[src/sv/assert_macros.svh]
// assertion macros shared by the allocator modules
`ifndef ASSERT_MACROS_SVH
`define ASSERT_MACROS_SVH

// property that must hold at every clock edge outside reset
`define BFA_ASSERT(lbl, prop, msg) \
	lbl: assert property (@(posedge clk) disable iff (!arst_n) (prop)) else $error(msg);

// condition in any cycle implies another in the next cycle
`define BFA_ASSERT_NEXT(lbl, pre, post, msg) \
	lbl: assert property (@(posedge clk) disable iff (!arst_n) (pre) |=> (post)) else $error(msg);

`endif

[src/sv/bfa_pkg.sv]
// shared types and constants of the best-fit block allocator
`default_nettype none
package bfa_pkg;
	localparam int unsigned MaxBlocksDef = 64;
	localparam int unsigned HeaderBytes = 8;
	localparam int unsigned RegionMax = 65536;

	localparam logic [15:0] Hdr16 = 16'(HeaderBytes);
	localparam logic [16:0] Hdr17 = 17'(HeaderBytes);
	localparam logic [16:0] RegionMax17 = 17'(RegionMax);
	localparam logic [15:0] InitPayload = 16'(RegionMax - HeaderBytes);

	localparam logic [1:0] STATUS_OK = 2'd0;
	localparam logic [1:0] STATUS_NOFIT = 2'd1;
	localparam logic [1:0] STATUS_BADFREE = 2'd2;

	localparam logic CMD_ALLOC = 1'b0;
	localparam logic CMD_FREE = 1'b1;

	typedef struct packed {
		logic [15:0] off;
		logic [15:0] pay;
		logic busy;
	} entry_t;

	typedef struct packed {
		logic init;
		logic load;
		logic scan;
		logic plan;
		logic move_rd;
		logic move_wr;
		logic fix_a;
		logic fix_b;
		logic out_load;
	} ctl_cmd_t;

	typedef struct packed {
		logic scan_done;
		logic move_left;
		logic out_full;
	} dp_stat_t;
endpackage
`default_nettype wire

[src/sv/bfa_datapath.sv]
// block table memory, scan, move engine and result register
`default_nettype none
`include "assert_macros.svh"
module bfa_datapath #(
	parameter int MAX_BLOCKS = bfa_pkg::MaxBlocksDef
) (
	input wire logic clk,
	input wire logic arst_n,
	input wire bfa_pkg::ctl_cmd_t cmd,
	output bfa_pkg::dp_stat_t stat,
	input wire logic cfg_we,
	input wire logic [16:0] cfg_data,
	input wire logic in_cmd,
	input wire logic [15:0] in_req,
	input wire logic [15:0] in_off,
	input wire logic m_tready,
	output logic out_valid,
	output logic [1:0] out_status,
	output logic [15:0] out_offset
);
	import bfa_pkg::*;

	localparam int AW = $clog2(MAX_BLOCKS);
	localparam int CW = $clog2(MAX_BLOCKS + 1);
	localparam logic [CW-1:0] CountMax = CW'(MAX_BLOCKS);

	entry_t mem [MAX_BLOCKS];
	entry_t rd_q;

	logic [CW-1:0] count_q, new_count_q;
	logic [15:0] init_pay_q;
	logic op_q;
	logic [16:0] size_q;
	logic [15:0] foff_q;
	logic [CW-1:0] ptr_q;
	logic rv_s1;
	logic [AW-1:0] ridx_s1;
	logic found_q, has_next_q;
	logic [AW-1:0] idx_q;
	logic [15:0] diff_q;
	entry_t cur_q, prv_q, nxt_q, last_q;

	logic [1:0] res_status_q;
	logic [15:0] res_off_q;
	logic fa_en_q, fb_en_q;
	logic [AW-1:0] fa_addr_q, fb_addr_q;
	entry_t fa_data_q, fb_data_q;
	logic [AW-1:0] mv_src_q, mv_dst_q;
	logic [CW-1:0] mv_left_q;
	logic mv_up_q;
	logic out_valid_q;
	logic [1:0] out_status_q;
	logic [15:0] out_off_q;

	// region register saturation and alignment
	logic [16:0] reg_sat, reg_al, reg_fin;
	logic [15:0] cfg_pay;
	always_comb begin
		reg_sat = (cfg_data > RegionMax17) ? RegionMax17 : cfg_data;
		reg_al = {reg_sat[16:2], 2'b00};
		reg_fin = (reg_al < Hdr17) ? Hdr17 : reg_al;
		cfg_pay = 16'(reg_fin - Hdr17);
	end

	// scan compare on the returning word
	logic e_fits, take, e_match;
	logic [15:0] e_diff;
	always_comb begin
		e_fits = !rd_q.busy && ({1'b0, rd_q.pay} >= size_q);
		e_diff = 16'({1'b0, rd_q.pay} - size_q);
		take = e_fits && (!found_q || e_diff <= diff_q);
		e_match = rd_q.off == foff_q;
	end

	// decision after the scan
	logic [1:0] p_status;
	logic [15:0] p_off;
	logic p_fa_en, p_fb_en, p_up;
	logic [AW-1:0] p_fa_addr, p_fb_addr, p_src, p_dst;
	entry_t p_fa_data, p_fb_data;
	logic [CW-1:0] p_left, p_count, idx_c;
	logic split, mp, mn;
	always_comb begin
		idx_c = CW'(idx_q);
		split = (diff_q >= Hdr16) && (count_q < CountMax);
		mp = (idx_q != '0) && !prv_q.busy;
		mn = has_next_q && !nxt_q.busy;
		p_status = STATUS_OK;
		p_off = '0;
		p_fa_en = 1'b0;
		p_fb_en = 1'b0;
		p_up = 1'b0;
		p_fa_addr = idx_q;
		p_fb_addr = idx_q;
		p_fa_data = cur_q;
		p_fb_data = cur_q;
		p_src = idx_q;
		p_dst = idx_q;
		p_left = '0;
		p_count = count_q;
		if (op_q == CMD_ALLOC) begin
			if (!found_q) begin
				p_status = STATUS_NOFIT;
			end else begin
				p_off = cur_q.off;
				p_fb_en = 1'b1;
				p_fb_data = '{off: cur_q.off, pay: cur_q.pay, busy: 1'b1};
				if (split) begin
					p_up = 1'b1;
					p_src = AW'(count_q - 1'b1);
					p_dst = AW'(count_q);
					p_left = CW'(count_q - 1'b1 - idx_c);
					p_fa_en = 1'b1;
					p_fa_addr = AW'(idx_q + 1'b1);
					p_fa_data = '{off: 16'(cur_q.off + Hdr16 + size_q[15:0]),
						pay: 16'(diff_q - Hdr16), busy: 1'b0};
					p_fb_data.pay = size_q[15:0];
					p_count = CW'(count_q + 1'b1);
				end
			end
		end else begin
			if (!found_q || !cur_q.busy) begin
				p_status = STATUS_BADFREE;
			end else begin
				p_fa_en = 1'b1;
				if (mp && mn) begin
					p_fa_addr = AW'(idx_q - 1'b1);
					p_fa_data = '{off: prv_q.off,
						pay: 16'(prv_q.pay + cur_q.pay + nxt_q.pay + Hdr16 + Hdr16), busy: 1'b0};
					p_dst = idx_q;
					p_src = AW'(idx_q + 2'd2);
					p_left = CW'(count_q - idx_c - 2'd2);
					p_count = CW'(count_q - 2'd2);
				end else if (mp) begin
					p_fa_addr = AW'(idx_q - 1'b1);
					p_fa_data = '{off: prv_q.off, pay: 16'(prv_q.pay + cur_q.pay + Hdr16),
						busy: 1'b0};
					p_dst = idx_q;
					p_src = AW'(idx_q + 1'b1);
					p_left = CW'(count_q - idx_c - 1'b1);
					p_count = CW'(count_q - 1'b1);
				end else if (mn) begin
					p_fa_data = '{off: cur_q.off, pay: 16'(cur_q.pay + nxt_q.pay + Hdr16),
						busy: 1'b0};
					p_dst = AW'(idx_q + 1'b1);
					p_src = AW'(idx_q + 2'd2);
					p_left = CW'(count_q - idx_c - 2'd2);
					p_count = CW'(count_q - 1'b1);
				end else begin
					p_fa_data = '{off: cur_q.off, pay: cur_q.pay, busy: 1'b0};
				end
			end
		end
	end

	// memory port selection
	logic re, we;
	logic [AW-1:0] raddr, waddr;
	entry_t wdata;
	always_comb begin
		re = (cmd.scan && (ptr_q < count_q)) || cmd.move_rd;
		raddr = cmd.move_rd ? mv_src_q : ptr_q[AW-1:0];
		we = 1'b0;
		waddr = '0;
		wdata = '{off: 16'd0, pay: init_pay_q, busy: 1'b0};
		if (cmd.init) begin
			we = 1'b1;
		end else if (cmd.move_wr) begin
			we = 1'b1;
			waddr = mv_dst_q;
			wdata = rd_q;
		end else if (cmd.fix_a && fa_en_q) begin
			we = 1'b1;
			waddr = fa_addr_q;
			wdata = fa_data_q;
		end else if (cmd.fix_b && fb_en_q) begin
			we = 1'b1;
			waddr = fb_addr_q;
			wdata = fb_data_q;
		end
	end

	always_ff @(posedge clk) begin
		if (re) begin
			rd_q <= mem[raddr];
		end
		if (we) begin
			mem[waddr] <= wdata;
		end
	end

	always_ff @(posedge clk or negedge arst_n) begin
		if (!arst_n) begin
			count_q <= CW'(1);
			init_pay_q <= InitPayload;
			ptr_q <= '0;
			rv_s1 <= 1'b0;
			found_q <= 1'b0;
			has_next_q <= 1'b0;
			mv_left_q <= '0;
			out_valid_q <= 1'b0;
		end else begin
			if (cfg_we) begin
				init_pay_q <= cfg_pay;
			end
			if (cmd.init) begin
				count_q <= CW'(1);
			end
			if (cmd.load) begin
				ptr_q <= '0;
				rv_s1 <= 1'b0;
				found_q <= 1'b0;
				has_next_q <= 1'b0;
			end else if (cmd.scan) begin
				rv_s1 <= ptr_q < count_q;
				ridx_s1 <= ptr_q[AW-1:0];
				if (ptr_q < count_q) begin
					ptr_q <= CW'(ptr_q + 1'b1);
				end
				if (rv_s1) begin
					if (op_q == CMD_ALLOC) begin
						if (take) begin
							found_q <= 1'b1;
							diff_q <= e_diff;
							idx_q <= ridx_s1;
							cur_q <= rd_q;
						end
					end else begin
						last_q <= rd_q;
						if (!found_q && e_match) begin
							found_q <= 1'b1;
							idx_q <= ridx_s1;
							cur_q <= rd_q;
							prv_q <= last_q;
						end else if (found_q && ridx_s1 == AW'(idx_q + 1'b1)) begin
							nxt_q <= rd_q;
							has_next_q <= 1'b1;
						end
					end
				end
			end
			if (cmd.plan) begin
				res_status_q <= p_status;
				res_off_q <= p_off;
				fa_en_q <= p_fa_en;
				fa_addr_q <= p_fa_addr;
				fa_data_q <= p_fa_data;
				fb_en_q <= p_fb_en;
				fb_addr_q <= p_fb_addr;
				fb_data_q <= p_fb_data;
				mv_src_q <= p_src;
				mv_dst_q <= p_dst;
				mv_left_q <= p_left;
				mv_up_q <= p_up;
				new_count_q <= p_count;
			end
			if (cmd.move_wr) begin
				mv_left_q <= CW'(mv_left_q - 1'b1);
				if (mv_up_q) begin
					mv_src_q <= AW'(mv_src_q - 1'b1);
					mv_dst_q <= AW'(mv_dst_q - 1'b1);
				end else begin
					mv_src_q <= AW'(mv_src_q + 1'b1);
					mv_dst_q <= AW'(mv_dst_q + 1'b1);
				end
			end
			if (cmd.fix_b) begin
				count_q <= new_count_q;
			end
			if (cmd.out_load) begin
				out_valid_q <= 1'b1;
				out_status_q <= res_status_q;
				out_off_q <= res_off_q;
			end else if (m_tready) begin
				out_valid_q <= 1'b0;
			end
		end
	end

	// latch the word at acceptance
	always_ff @(posedge clk) begin
		if (cmd.load) begin
			op_q <= in_cmd;
			size_q <= ({1'b0, in_req} + 17'd3) & ~17'd3;
			foff_q <= in_off;
		end
	end

	always_comb begin
		stat.scan_done = !rv_s1 && (ptr_q == count_q);
		stat.move_left = mv_left_q != '0;
		stat.out_full = out_valid_q && !m_tready;
	end

	assign out_valid = out_valid_q;
	assign out_status = out_status_q;
	assign out_offset = out_off_q;

	`BFA_ASSERT(a_count_range, (count_q != '0) && (count_q <= CountMax), "entry count out of range")
	`BFA_ASSERT(a_scan_ptr, !cmd.scan || (ptr_q <= count_q), "scan pointer past entry count")
	`BFA_ASSERT_NEXT(a_out_load, cmd.out_load, out_valid_q, "result not registered after load")
endmodule
`default_nettype wire

[src/sv/bfa_ctrl.sv]
// sequencing state machine of the allocator
`default_nettype none
`include "assert_macros.svh"
module bfa_ctrl (
	input wire logic clk,
	input wire logic arst_n,
	input wire logic s_tvalid,
	input wire logic cfg_we,
	input wire bfa_pkg::dp_stat_t stat,
	output logic s_tready,
	output bfa_pkg::ctl_cmd_t cmd
);
	import bfa_pkg::*;

	localparam logic [3:0] ST_INIT = 4'd0;
	localparam logic [3:0] ST_IDLE = 4'd1;
	localparam logic [3:0] ST_SCAN = 4'd2;
	localparam logic [3:0] ST_PLAN = 4'd3;
	localparam logic [3:0] ST_MRD = 4'd4;
	localparam logic [3:0] ST_MWR = 4'd5;
	localparam logic [3:0] ST_FIXA = 4'd6;
	localparam logic [3:0] ST_FIXB = 4'd7;
	localparam logic [3:0] ST_DONE = 4'd8;

	logic [3:0] state_q, state_d;

	always_comb begin
		state_d = state_q;
		cmd = '0;
		s_tready = 1'b0;
		case (state_q)
			ST_INIT: begin
				cmd.init = 1'b1;
				state_d = ST_IDLE;
			end
			ST_IDLE: begin
				s_tready = !cfg_we;
				if (cfg_we) begin
					state_d = ST_INIT;
				end else if (s_tvalid) begin
					cmd.load = 1'b1;
					state_d = ST_SCAN;
				end
			end
			ST_SCAN: begin
				cmd.scan = 1'b1;
				if (stat.scan_done) begin
					state_d = ST_PLAN;
				end
			end
			ST_PLAN: begin
				cmd.plan = 1'b1;
				state_d = ST_MRD;
			end
			ST_MRD: begin
				if (stat.move_left) begin
					cmd.move_rd = 1'b1;
					state_d = ST_MWR;
				end else begin
					state_d = ST_FIXA;
				end
			end
			ST_MWR: begin
				cmd.move_wr = 1'b1;
				state_d = ST_MRD;
			end
			ST_FIXA: begin
				cmd.fix_a = 1'b1;
				state_d = ST_FIXB;
			end
			ST_FIXB: begin
				cmd.fix_b = 1'b1;
				state_d = ST_DONE;
			end
			ST_DONE: begin
				if (!stat.out_full) begin
					cmd.out_load = 1'b1;
					state_d = ST_IDLE;
				end
			end
			default: begin
				state_d = ST_INIT;
			end
		endcase
	end

	always_ff @(posedge clk or negedge arst_n) begin
		if (!arst_n) begin
			state_q <= ST_INIT;
		end else begin
			state_q <= state_d;
		end
	end

	`BFA_ASSERT_NEXT(a_accept_scan, s_tvalid && s_tready, state_q == ST_SCAN, "accept did not start scan")
	`BFA_ASSERT_NEXT(a_cfg_init, cfg_we && (state_q == ST_IDLE), state_q == ST_INIT, "config write did not rebuild table")
	`BFA_ASSERT(a_one_write, !(cmd.init && (cmd.move_wr || cmd.fix_a || cmd.fix_b)), "init collides with table write")
endmodule
`default_nettype wire

[src/sv/best_fit_block_allocator.sv]
// top level of the best-fit block allocator
// Best-fit allocator over a table of up to MAX_BLOCKS blocks kept in address order in one
// single-port-write memory. One command is handled at a time: after the accept cycle the table
// is scanned one entry per cycle, then the decision is registered, then entries are shifted
// by a read state and a write state each for a split or merge, then the table is written back
// in the FIXA and FIXB states and the result is loaded once the output register is free or read.
// The table is rebuilt in the init state after reset or after a region_size write while idle.
// The next command is accepted while the previous result still waits in the output register.
`default_nettype none
module best_fit_block_allocator #(
	parameter int MAX_BLOCKS = bfa_pkg::MaxBlocksDef
) (
	input wire logic clk,
	input wire logic arst_n,
	input wire logic cfg_we,
	input wire logic [16:0] cfg_data,  // region_size
	input wire logic s_tvalid,
	output logic s_tready,
	input wire logic [31:0] s_tdata,  // request_bytes, free_offset
	input wire logic [0:0] s_tuser,   // cmd
	output logic m_tvalid,
	input wire logic m_tready,
	output logic [15:0] m_tdata,      // block_offset
	output logic [1:0] m_tuser        // status
);
	import bfa_pkg::*;

	ctl_cmd_t cmd;
	dp_stat_t stat;

	bfa_ctrl u_ctrl (
		.clk(clk),
		.arst_n(arst_n),
		.s_tvalid(s_tvalid),
		.cfg_we(cfg_we),
		.stat(stat),
		.s_tready(s_tready),
		.cmd(cmd)
	);

	bfa_datapath #(.MAX_BLOCKS(MAX_BLOCKS)) u_dp (
		.clk(clk),
		.arst_n(arst_n),
		.cmd(cmd),
		.stat(stat),
		.cfg_we(cfg_we),
		.cfg_data(cfg_data),
		.in_cmd(s_tuser[0]),
		.in_req(s_tdata[15:0]),
		.in_off(s_tdata[31:16]),
		.m_tready(m_tready),
		.out_valid(m_tvalid),
		.out_status(m_tuser),
		.out_offset(m_tdata)
	);
endmodule
`default_nettype wire
[config.mk]
export PLATFORM = sky130hd
export DESIGN_NAME = best_fit_block_allocator
export DESIGN_NICKNAME = d
export VERILOG_FILES = /design/src/sv/bfa_pkg.sv /design/src/sv/bfa_datapath.sv /design/src/sv/bfa_ctrl.sv /design/src/sv/best_fit_block_allocator.sv
export VERILOG_INCLUDE_DIRS = /design/src /design/src/sv
export SDC_FILE = /design/constraint.sdc
export NUM_CORES = 2
export LEC_CHECK = 0
export BUFFER_PORTS_ARGS = -buffer_cell sky130_fd_sc_hd__buf_2
export CAP_MARGIN = 20
export CORE_MARGIN = 3
export CORE_UTILIZATION = 54
export DETAILED_ROUTE_END_ITERATION = 16
export PLACE_DENSITY = 0.69
export SETUP_SLACK_MARGIN = 0.15
export SKIP_LAST_GASP = 1
export SYNTH_ARGS = -nofsm -noshare
export SYNTH_HDL_FRONTEND = slang
export SYNTH_SLANG_ARGS = --single-unit
[constraint.sdc]
create_clock -name clk -period 6.6 [get_ports clk]
set_clock_uncertainty 0.15 [all_clocks]
set_input_delay 1.32 -clock clk [delete_from_list [all_inputs] [get_ports clk]]
set_output_delay 1.32 -clock clk [all_outputs]
set_load 0.1 [all_outputs]
==> flow_metrics.env <==
export IMPL_outcome="finished clean"
export IMPL_layout_worst_path_cycle_share=0.827
export IMPL_final_nets=6427
export IMPL_route_detailed_drc=0
export IMPL_cp_required_ns=7.01
export IMPL_whs_ns=0.267
export IMPL_power_net_switching_mw=19.4
export IMPL_synth_common_cells="edfxtp_1, nand2_1, mux4_2, nor2_1, ha_1"
export IMPL_reg2reg_depth=21
export IMPL_routed_via_density=6.50
export IMPL_stdcell_area_um2=116000
export IMPL_clk_pin_slew_worst_paths_ns=0.06
export IMPL_routedWlPerCell_um=31.7
export IMPL_min_path_type="reg -> reg"
export IMPL_io_pins=75
export IMPL_vias=57900
export IMPL_dpl_worst_slack_ns=1.26
export IMPL_max_vdd_ir_drop_mv=0.511
export IMPL_die_w_um=444
export IMPL_ctsHoldBuffers=0
export IMPL_hp_start="u_dp.last_q[31]"
export IMPL_placed_cell_area_um2=109000
export IMPL_ant_nets=0
export IMPL_hpwl_um=175000
export IMPL_combPwrFrac=0.355
export IMPL_crit_arrival_ns=5.87
export IMPL_holdPathStages=0
export IMPL_hold_viol=0
export IMPL_syn_to_final_growth_pct=12.1
export IMPL_ys_ff_latch=2500
export IMPL_drtIter0Drc=8247
export IMPL_grt_pass1_wl_um=405000
export IMPL_power_density_nw_per_um2=469
export IMPL_power_mw=54.5
export IMPL_syn_inst=5951
export IMPL_p_int_mw=35.1
export IMPL_antenna_found_initial=12
export IMPL_htreeDepth=4
export IMPL_drt_total_wl_um=282000
export IMPL_cts_buffers=237
export IMPL_drtPass1Iterations=6
export IMPL_fin_tns_setup_ns=0
export IMPL_yosys_most_used_dff="edfxtp_1"
export IMPL_r2r_end="u_dp.cur_q[2]"
export IMPL_ys_warnings_count=0
export IMPL_die_height_um=444
export IMPL_grt_max_degree=95
export IMPL_synth_top_cell_area_share=0.712
export IMPL_cts_sinks=2500
export IMPL_grt_pass1_vias=56400
export IMPL_min_period_ns=5.46
export IMPL_drive_above_1_share=0.200
export IMPL_synth_cell_types=77
export IMPL_cts_tree="built"
export IMPL_setup_violations=0
export IMPL_critPathMaxFanout=33
export IMPL_syn_mean_instance_area_um2=17.4
export IMPL_swShare=0.357
export IMPL_core_um2=190000
export IMPL_worst_r2r_setup_slack_ns=1.14
export IMPL_synth_edf_count=2457
export IMPL_insertion_delay_ns=0.89
export IMPL_maxClockFrequency_mhz=183
export IMPL_place_congestion=0.930
export IMPL_post_synth_top_count_cell="edfxtp_1"
export IMPL_synth_area_top_cells="edfxtp_1, mux4_2, nand2_1, ha_1, xnor2_1"
export IMPL_r2r_start="u_dp.rd_q[3]"
export IMPL_worst_pin_slew_ns=1.28
export IMPL_p_seq_frac=0.400
export IMPL_slew_headroom=0.145
export IMPL_clock_root_buffer="clkbuf_16"
export IMPL_rsz0062_at_grt="false"
export IMPL_start_util=0.544
export IMPL_holdPathEnd="u_dp.prv_q[31]"
export IMPL_dieArea_um2=197000
export IMPL_cap_violations=0
export IMPL_syn_nets=6190
export IMPL_clk_path_buf_depth=3
export IMPL_port_buffers=74
export IMPL_grt_usage=0.286
export IMPL_async_flop_share=0.0172
export IMPL_post_cts_resized=0
export IMPL_worstSetupStartpointType="flip-flop"
export IMPL_final_max_slew_viol_count=0
export IMPL_yosysTopAreaCell="edfxtp_1"
export IMPL_cp_end_kind="flip-flop"
export IMPL_yosysSeqAreaShare=0.722
export IMPL_clockPowerShare=0.245
export IMPL_cts_setup_buffers=0
export IMPL_netlist_area_um2=104000
export IMPL_p_leak_nw=38.6
export IMPL_path_class="reg -> reg"
export IMPL_grt_overflow_total=0
export IMPL_rows=160
export IMPL_setup_slack_ns=1.14
kinds of logic (layout without fill, tap and decap cells):
family | Yosys count | count (layout) | share of synthesized area
DFF | 2500 | 2500 | 0.722
AOI/OAI and AO/OA | 693 | 693 | 0.0450
muxes | 575 | 575 | 0.118
xor gates and xnor gates | 158 | 158 | 0.0134
adders and majority gates | 184 | 184 | 0.0229
and+or+nand+nor | 1412 | 1412 | 0.0602
other | 0 | 6 | 0
buffers and inverters | 429 | 869 | 0.0177
cell type report:
cell class	instances	area [um^2]
multi-input combinational	3022	27800
sequential	2500	74900
clock inverter	146	1320
tap	2511	3140
clock buffer	296	6260
fill	13400	74200
antenna	6	15.0
timing repair buffer	288	2310
inverter	139	523
routing by layer:
metal | vias up | track usage | routed length [um] | part of all wire
met5 | - | 0 | 13 | 0.000046
met4 | 2 | 0.117 | 12400 | 0.044
met3 | 437 | 0.0543 | 30600 | 0.11
met2 | 3354 | 0.432 | 130000 | 0.46
met1 | 29900 | 0.416 | 109000 | 0.39
li1 | 24200 | - | - | -
state kept, by name, indices dropped and copies added, names as in the netlist, 14 cells and up:
| signal | cells |
|---|---|
| u_dp.mem | 2112 |
| u_dp.cur_q | 33 |
| u_dp.fa_data_q | 33 |
| u_dp.fb_data_q | 33 |
| u_dp.last_q | 33 |
| u_dp.prv_q | 33 |
| u_dp.rd_q | 33 |
| u_dp.nxt_q | 17 |
| u_dp.diff_q | 16 |
| u_dp.foff_q | 16 |
| u_dp.out_offset | 16 |
| u_dp.res_off_q | 16 |
| u_dp.size_q | 15 |
| u_dp.init_pay_q | 14 |
critical path, stage by stage (launching register included):
cell      delay [ns]
edfxtp_1        0.47
inv_1           0.09
ha_1            0.17
inv_1           0.06
fa_1            0.41
a21o_1          0.19
a21oi_1         0.23
o21bai_1        0.11
a21oi_1         0.25
nor2b_1         0.08
o21a_1          0.19
o31a_1          0.26
o41ai_1         0.36
xnor2_1         0.15
ha_1            0.31
nand3_1         0.12
nor4_1          0.46
nand4_1         0.15
o211ai_1        0.11
nand3_1         0.19
a21oi_4         0.32
buf_12          0.27
through the flow:
stage | cells | utilization
after global placement | 8453 | 0.570
after floorplan | 5951 | -
after global routing | 8904 | 0.610
after CTS | 8897 | 0.610
after detailed placement | 8455 | 0.570
final | 8908 | 0.610
cells in the final DEF, fill, tap and decap left out, types with 39 or more instances in the layout:
| cell type | instances |
|---|---|
| edfxtp_1 | 2457 |
| nand2_1 | 721 |
| mux4_2 | 520 |
| clkbuf_16 | 242 |
| buf_4 | 187 |
| ha_1 | 175 |
| nand3_1 | 170 |
| a21oi_1 | 152 |
| nor2_1 | 149 |
| inv_1 | 115 |
| o21ai_0 | 112 |
| xnor2_1 | 106 |
| and3_1 | 96 |
| a31oi_1 | 79 |
| buf_2 | 74 |
| clkinv_1 | 71 |
| nor3_1 | 67 |
| nor2_4 | 66 |
| clkbuf_1 | 54 |
| xor2_1 | 52 |
| a311oi_1 | 46 |
| mux2i_1 | 43 |
| a211oi_1 | 43 |
| clkinv_2 | 39 |
how the worst max path moves through the flow:
stage,depth (start not counted),from,endpoint,slack (ns)
4_1_cts,21,u_dp.rd_q[3],u_dp.idx_q[1],1.23
3_5_place_dp,21,u_dp.rd_q[3],u_dp.cur_q[15],1.26
6_report,21,u_dp.rd_q[3],u_dp.cur_q[2],1.14
5_1_grt,21,u_dp.rd_q[3],u_dp.idx_q[2],0.64
2_1_floorplan,3,cfg_we,u_dp.foff_q[0],0.24
3_3_place_gp,22,u_dp.rd_q[3],u_dp.cur_q[14],1.30
power by group through the flow:
stage          registers, mW  clock network, mW  logic [mW]
6_report                21.8               13.4        19.3
5_1_grt                 21.8               14.1        20.5
4_1_cts                 21.8               13.5        19.2
3_5_place_dp            22.1                  0        19.1
3_3_place_gp            22.1                  0        18.7
2_1_floorplan           21.8                  0        11.6
(Power assumes the default switching activity.)
